File: src/rtl/core/tvi32_pkg.sv
// tvi32_pkg: types, codes and constants for the tagged value to int32 unit
// no dependencies
package tvi32_pkg;

  localparam int KindW = 3;
  localparam int PayloadW = 64;
  localparam int WordW = 32;
  localparam int ExpW = 11;
  localparam int MantW = 53;

  typedef enum logic [KindW-1:0] {
    KIND_INT32   = 3'd0,
    KIND_UINT32  = 3'd1,
    KIND_FLOAT64 = 3'd2,
    KIND_BOOLEAN = 3'd3,
    KIND_OBJECT  = 3'd4
  } kind_t;

  localparam logic [ExpW-1:0] EXP_ALL_ONES = 11'h7ff;
  localparam logic [ExpW-1:0] EXP_BIAS_UNIT = 11'd1023;
  localparam logic [ExpW-1:0] EXP_INT_POINT = 11'd1075;

  typedef struct packed {
    logic [WordW-1:0] result_word;
    logic             is_undefined;
  } result_t;

  // truncate a double toward zero and wrap modulo 2^32
  function automatic logic [WordW-1:0] double_to_word(input logic [PayloadW-1:0] bits);
    logic [ExpW-1:0]  expo;
    logic [MantW-1:0] mant;
    logic [ExpW-1:0]  sh;
    logic [WordW-1:0] mag;
    expo = bits[62:52];
    mant = {1'b1, bits[51:0]};
    mag = '0;
    if (expo == EXP_ALL_ONES || expo < EXP_BIAS_UNIT) begin
      mag = '0;
    end else if (expo >= EXP_INT_POINT) begin
      sh = expo - EXP_INT_POINT;
      if (sh >= 11'd32) begin
        mag = '0;
      end else begin
        mag = WordW'(mant << sh[4:0]);
      end
    end else begin
      sh = EXP_INT_POINT - expo;
      mag = WordW'(mant >> sh[5:0]);
    end
    if (bits[63]) begin
      mag = WordW'(0) - mag;
    end
    return mag;
  endfunction

endpackage

File: src/rtl/core/tvi32_if.sv
// tvi32_if: valid/ready channels for input items and result items
// depends on tvi32_pkg
interface tvi32_in_if;
  logic                             valid;
  logic                             ready;
  logic [tvi32_pkg::KindW-1:0]      kind;
  logic [tvi32_pkg::PayloadW-1:0]   payload;
  modport source (output valid, kind, payload, input ready);
  modport sink (input valid, kind, payload, output ready);
endinterface

interface tvi32_out_if;
  logic                          valid;
  logic                          ready;
  logic [tvi32_pkg::WordW-1:0]   result_word;
  logic                          is_undefined;
  modport source (output valid, result_word, is_undefined, input ready);
  modport sink (input valid, result_word, is_undefined, output ready);
endinterface

File: src/rtl/core/tagged_value_to_int32_wrap_unit.sv
// tagged_value_to_int32_wrap_unit: tagged script value to 32-bit word
// registered path: input register, then result register
// throughput one item per cycle; a stalled result holds the input register
// reset clears valid bits only; payload registers are not reset
// depends on tvi32_pkg and tvi32_if
module tagged_value_to_int32_wrap_unit (
  input logic clk,
  input logic rst_n,
  tvi32_in_if.sink in_ch,
  tvi32_out_if.source out_ch
);

  logic                             in_vld_r;
  logic [tvi32_pkg::KindW-1:0]      kind_r;
  logic [tvi32_pkg::PayloadW-1:0]   payload_r;
  logic                             out_vld_r;
  tvi32_pkg::result_t               res_r;
  tvi32_pkg::result_t               res_nxt;
  logic                             adv;

  assign adv = !out_vld_r || out_ch.ready;
  assign in_ch.ready = !in_vld_r || adv;

  always_ff @(posedge clk) begin
    if (!rst_n) begin
      in_vld_r <= 1'b0;
      out_vld_r <= 1'b0;
    end else begin
      if (in_ch.ready) in_vld_r <= in_ch.valid;
      if (adv) out_vld_r <= in_vld_r;
    end
  end

  always_ff @(posedge clk) begin
    if (in_ch.ready && in_ch.valid) begin
      kind_r <= in_ch.kind;
      payload_r <= in_ch.payload;
    end
    if (adv && in_vld_r) res_r <= res_nxt;
  end

  always_comb begin
    res_nxt.result_word = '0;
    res_nxt.is_undefined = 1'b0;
    case (kind_r)
      tvi32_pkg::KIND_INT32, tvi32_pkg::KIND_UINT32: begin
        res_nxt.result_word = payload_r[31:0];
      end
      tvi32_pkg::KIND_FLOAT64: begin
        res_nxt.result_word = tvi32_pkg::double_to_word(payload_r);
      end
      tvi32_pkg::KIND_BOOLEAN: begin
        res_nxt.result_word = {31'd0, |payload_r[31:0]};
      end
      default: begin
        res_nxt.is_undefined = 1'b1;
      end
    endcase
  end

  assign out_ch.valid = out_vld_r;
  assign out_ch.result_word = res_r.result_word;
  assign out_ch.is_undefined = res_r.is_undefined;

  // undefined items carry a zero word
  a_undef_zero: assert property (@(posedge clk) disable iff (!rst_n)
    out_vld_r && res_r.is_undefined |-> res_r.result_word == '0)
    else $error("undefined item with nonzero word");

  // a stalled result is not overwritten
  a_hold: assert property (@(posedge clk) disable iff (!rst_n)
    out_vld_r && !out_ch.ready |=> out_vld_r && $stable(res_r))
    else $error("stalled result changed");

  // boolean items give 0 or 1
  a_bool: assert property (@(posedge clk) disable iff (!rst_n)
    adv && in_vld_r && kind_r == tvi32_pkg::KIND_BOOLEAN |=> res_r.result_word[31:1] == '0)
    else $error("boolean result out of range");

endmodule

File: src/flat_wrapper.sv
// flat-port wrapper written by rule: the top's interface ports become plain ports
module tagged_value_to_int32_wrap_unit_flat 
  (clk, rst_n, in_ch_valid, in_ch_kind, in_ch_payload, in_ch_ready, out_ch_valid, out_ch_result_word, out_ch_is_undefined, out_ch_ready);
  tvi32_in_if in_ch_i ();
  tvi32_out_if out_ch_i ();
  input logic clk;
  input logic rst_n;
  input wire logic [$bits(in_ch_i.valid)-1:0] in_ch_valid;
  input wire logic [$bits(in_ch_i.kind)-1:0] in_ch_kind;
  input wire logic [$bits(in_ch_i.payload)-1:0] in_ch_payload;
  output wire logic [$bits(in_ch_i.ready)-1:0] in_ch_ready;
  output wire logic [$bits(out_ch_i.valid)-1:0] out_ch_valid;
  output wire logic [$bits(out_ch_i.result_word)-1:0] out_ch_result_word;
  output wire logic [$bits(out_ch_i.is_undefined)-1:0] out_ch_is_undefined;
  input wire logic [$bits(out_ch_i.ready)-1:0] out_ch_ready;
  assign in_ch_i.valid = in_ch_valid;
  assign in_ch_i.kind = in_ch_kind;
  assign in_ch_i.payload = in_ch_payload;
  assign in_ch_ready = in_ch_i.ready;
  assign out_ch_valid = out_ch_i.valid;
  assign out_ch_result_word = out_ch_i.result_word;
  assign out_ch_is_undefined = out_ch_i.is_undefined;
  assign out_ch_i.ready = out_ch_ready;
  tagged_value_to_int32_wrap_unit u_core (.clk(clk), .rst_n(rst_n), .in_ch(in_ch_i), .out_ch(out_ch_i));
endmodule
File: config.mk
export PLATFORM = sky130hd
export DESIGN_NAME = tagged_value_to_int32_wrap_unit_flat
export DESIGN_NICKNAME = d
export VERILOG_FILES = /design/src/rtl/core/tvi32_pkg.sv /design/src/rtl/core/tvi32_if.sv /design/src/rtl/core/tagged_value_to_int32_wrap_unit.sv /design/src/flat_wrapper.sv
export SDC_FILE = /design/constraint.sdc
export NUM_CORES = 1
export LEC_CHECK = 0
export BUFFER_PORTS_ARGS = -buffer_cell sky130_fd_sc_hd__buf_4
export CAP_MARGIN = 20
export CORE_MARGIN = 1
export CORE_UTILIZATION = 30
export CTS_BUF_LIST = sky130_fd_sc_hd__clkbuf_16
export CTS_CLUSTER_DIAMETER = 80
export DETAILED_ROUTE_END_ITERATION = 10
export PLACE_DENSITY = 0.43
export SLEW_MARGIN = 20
export SYNTH_ARGS = -nofsm -noshare
export SYNTH_HDL_FRONTEND = slang
export SYNTH_SLANG_ARGS = --single-unit
File: constraint.sdc
create_clock -name clk -period 5.5 [get_ports clk]
set_clock_uncertainty 0.2 [all_clocks]
set_input_delay 0.55 -clock clk [delete_from_list [all_inputs] [get_ports clk]]
set_output_delay 0.55 -clock clk [all_outputs]
set_load 0.1 [all_outputs]
==> qor.yml <==
io_pins: 106
cts_resized: 0
cpMaxStageDelayCell: "ha_2"
finalHoldViolCount: 0
ir_drop_v: 0.000165
drt_pass1_iterations: 8
cts_max_level: 3
netlist_top_cells_area: "edfxtp_1, mux4_2, mux2i_1"
async_flop_share_pct: 0
slew_headroom_pct: 28.4
critPathMaxStageDelay_ps: 680
seq_area_sq_um: 3040
finalCriticalPeriod_ps: 5140
setup_viol: 0
grt_first_pass_wirelength_um: 65600
die_w_um: 195
cts_buffers: 9
drtIter0Drc: 1250
die_area_sq_um: 37900
crit_family: "multiplexers"
reg2reg_from: "u_core.payload_r[55]"
min_from: "in_ch_payload[21]"
yosysSeqAreaShare_pct: 27.3
post-place-ws_ps: 400
cp.required_ps: 5390
gp_congestion: 0.966
status: "complete, no violations"
ys_ff_latch: 102
hpwl_um: 32700
syn_nets: 1105
yosys.area.top_type_share_pct: 27.0
synth-edff-count: 100
post-cts-setup-buffers: 0
critical_path.cell_chain: "inv_1 > ha_2 > buf_4 > mux4_2 > mux4_2 > and2_1 > o21ai_0 > a211o_1 > nor3b_4 > nand4_4 > o41ai_2 > xor2_1 > o21ai_1"
critPathLaunchType: "register"
drt.antenna.violating_nets: 0
yosysUniqueCellTypes: 95
grt_max_degree: 90
vias: 9821
clk_pin_slew_worst_paths_ps: 70
layout_commonest_cell: "buf_4"
fin_hold_ws_ps: 137
p_per_area_nw_per_um2: 227
antenna_found_initial: 2
min_path_type: "in2reg"
end_kind: "register"
routed_wl_um: 45100
num_antenna_cells: 0
worst_pin_slew_ps: 1070
worst_ep_arrival_time_ps: 5030
rsz0062_at_grt: "false"
cts_sinks: 102
grt.total_usage_pct: 23.8
critPathMaxFanout: 18
die_height_um: 195
critical_path_class: "reg2reg"
first_global_vias: 9482
ys_warn_count: 0
netlist_area_sq_um: 11100
cts_buffer_depth: 2
cts-root-buf: "clkbuf_16"
rows: 70
fillerInstances: 3673
remaining_drc_errors: 0
max_freq_ghz: 0.195
io_buffers: 105
mostFrequentLayoutCells: "buf_4, nand2_1, mux4_2, edfxtp_1, mux2i_1"
wl_per_cell_um: 29.0
final_nets: 1159
synth_flop_cell: "edfxtp_1"
coreArea_sq_um: 36500
worst-path-buf-inv: 2
period_share_pct: 93.4
finalSetupTns_ps: 0
synth_cells: 1028
avgSynthCellArea_sq_um: 10.8
area_growth_pct: 12.8
startpoint: "u_core.payload_r[55]"
cp_common_cell: "mux4_2"
multi_input_area_sq_um: 7340
drv_cap: 0
start_util_pct: 30.5
synth_top_area_cell: "edfxtp_1"
grt-ovfl-total: 0
insertion_delay_ps: 380
drive_gt1_share_pct: 31.0
via_per_inst: 6.32
maxSlewViolCount: 0
cts-hold-fix-buffers: 0
setup_ws_ps: 364
p_leak_nw: 4.55
cts_tree: "yes"
==> metal layers <==
metal	vias to the layer above	routed length [um]	share of wire (%)	track usage [%]
met3	97	3750	8.3	5.07
met2	547	20000	44	35.7
met4	2	1790	4.0	10.6
met1	4936	19600	43	32.8
met5	-	8	0.018	0
li1	4239	-	-	-
==> cells in the mapped netlist, types with 10 or more instances <==
master,count
a211oi_1,20
a21oi_1,49
a221oi_1,10
a22oi_1,21
and2_1,14
and3_1,13
buf_2,32
buf_4,11
buf_6,15
clkbuf_1,44
edfxtp_1,100
mux2_2,23
mux2i_1,66
mux4_1,12
mux4_2,100
nand2_1,104
nand2b_1,10
nand3_1,24
nor2_1,36
nor2b_1,11
nor3_1,10
nor4_1,14
o21ai_0,54
o21ai_1,10
o31ai_1,14
xnor2_1,15
xor2_1,21
==> registers in the layout, summed over array words and instances (netlist names) <==
name / count
u_core.out_ch.valid: 1
u_core.out_ch.result_word: 32
u_core.in_vld_r: 1
u_core.payload_r: 64
u_core.kind_r: 3
u_core.out_ch.is_undefined: 1
==> logic make-up after synthesis <==
family	after synthesis	share of synthesized area (%)
mux	202	31.5
flops	102	27.3
xor+xnor	36	2.83
compound gates	286	18.4
buf+inv	130	6.89
fa+ha+maj	6	0.675
simple gates	266	12.4
==> worst reg2reg max path, cell delays in order, from the launching register on <==
cell and delay, ps:
edfxtp_1 410, inv_1 110, ha_2 680, buf_4 350
mux4_2 560, mux4_2 530, and2_1 180, o21ai_0 290
a211o_1 300, nor3b_4 320, nand4_4 240, o41ai_2 400
xor2_1 190, o21ai_1 90
==> power breakdown <==
group	leakage [nW]	switching, mW	internal (mW)	total (mW)
combinational	3.42	0.707	0.486	1.19
clock	0.144	0.308	0.350	0.658
sequential	0.983	0.0908	0.908	0.999
total	4.55	1.11	1.74	2.85
==> through the flow <==
stage | util, % | cell area, sq um | total power, mW | std cells
global route | 34.4 | 12600 | 2.97 | 1555
detailed placement | 33.6 | 12300 | 2.18 | 1539
floorplan | - | 11100 | 1.83 | 1028
global placement | 33.6 | 12300 | 2.19 | 1539
CTS | 34.4 | 12600 | 2.86 | 1555
finish | 34.4 | 12600 | 2.85 | 1555
==> final cells by class <==
class | count | area share (%)
clock buffers | 9 | 1.79
clock inverters | 7 | 0.528
inverters | 11 | 0.329
multi-input cells | 796 | 58.5
flip-flops and latches | 102 | 24.2
well taps | 468 | 4.66
repair buffers | 162 | 9.99
==> final timing paths <==
check | end | slack [ps] | cells past startpoint
worst max-delay path | u_core.out_ch.result_word[25] | 360 | 13
worst max register to register | u_core.out_ch.result_word[25] | 360 | 13
worst min register to register | u_core.out_ch.valid | 340 | 1
worst min-delay path | u_core.payload_r[21] | 140 | 1
Power figures use the tool's default switching activity.
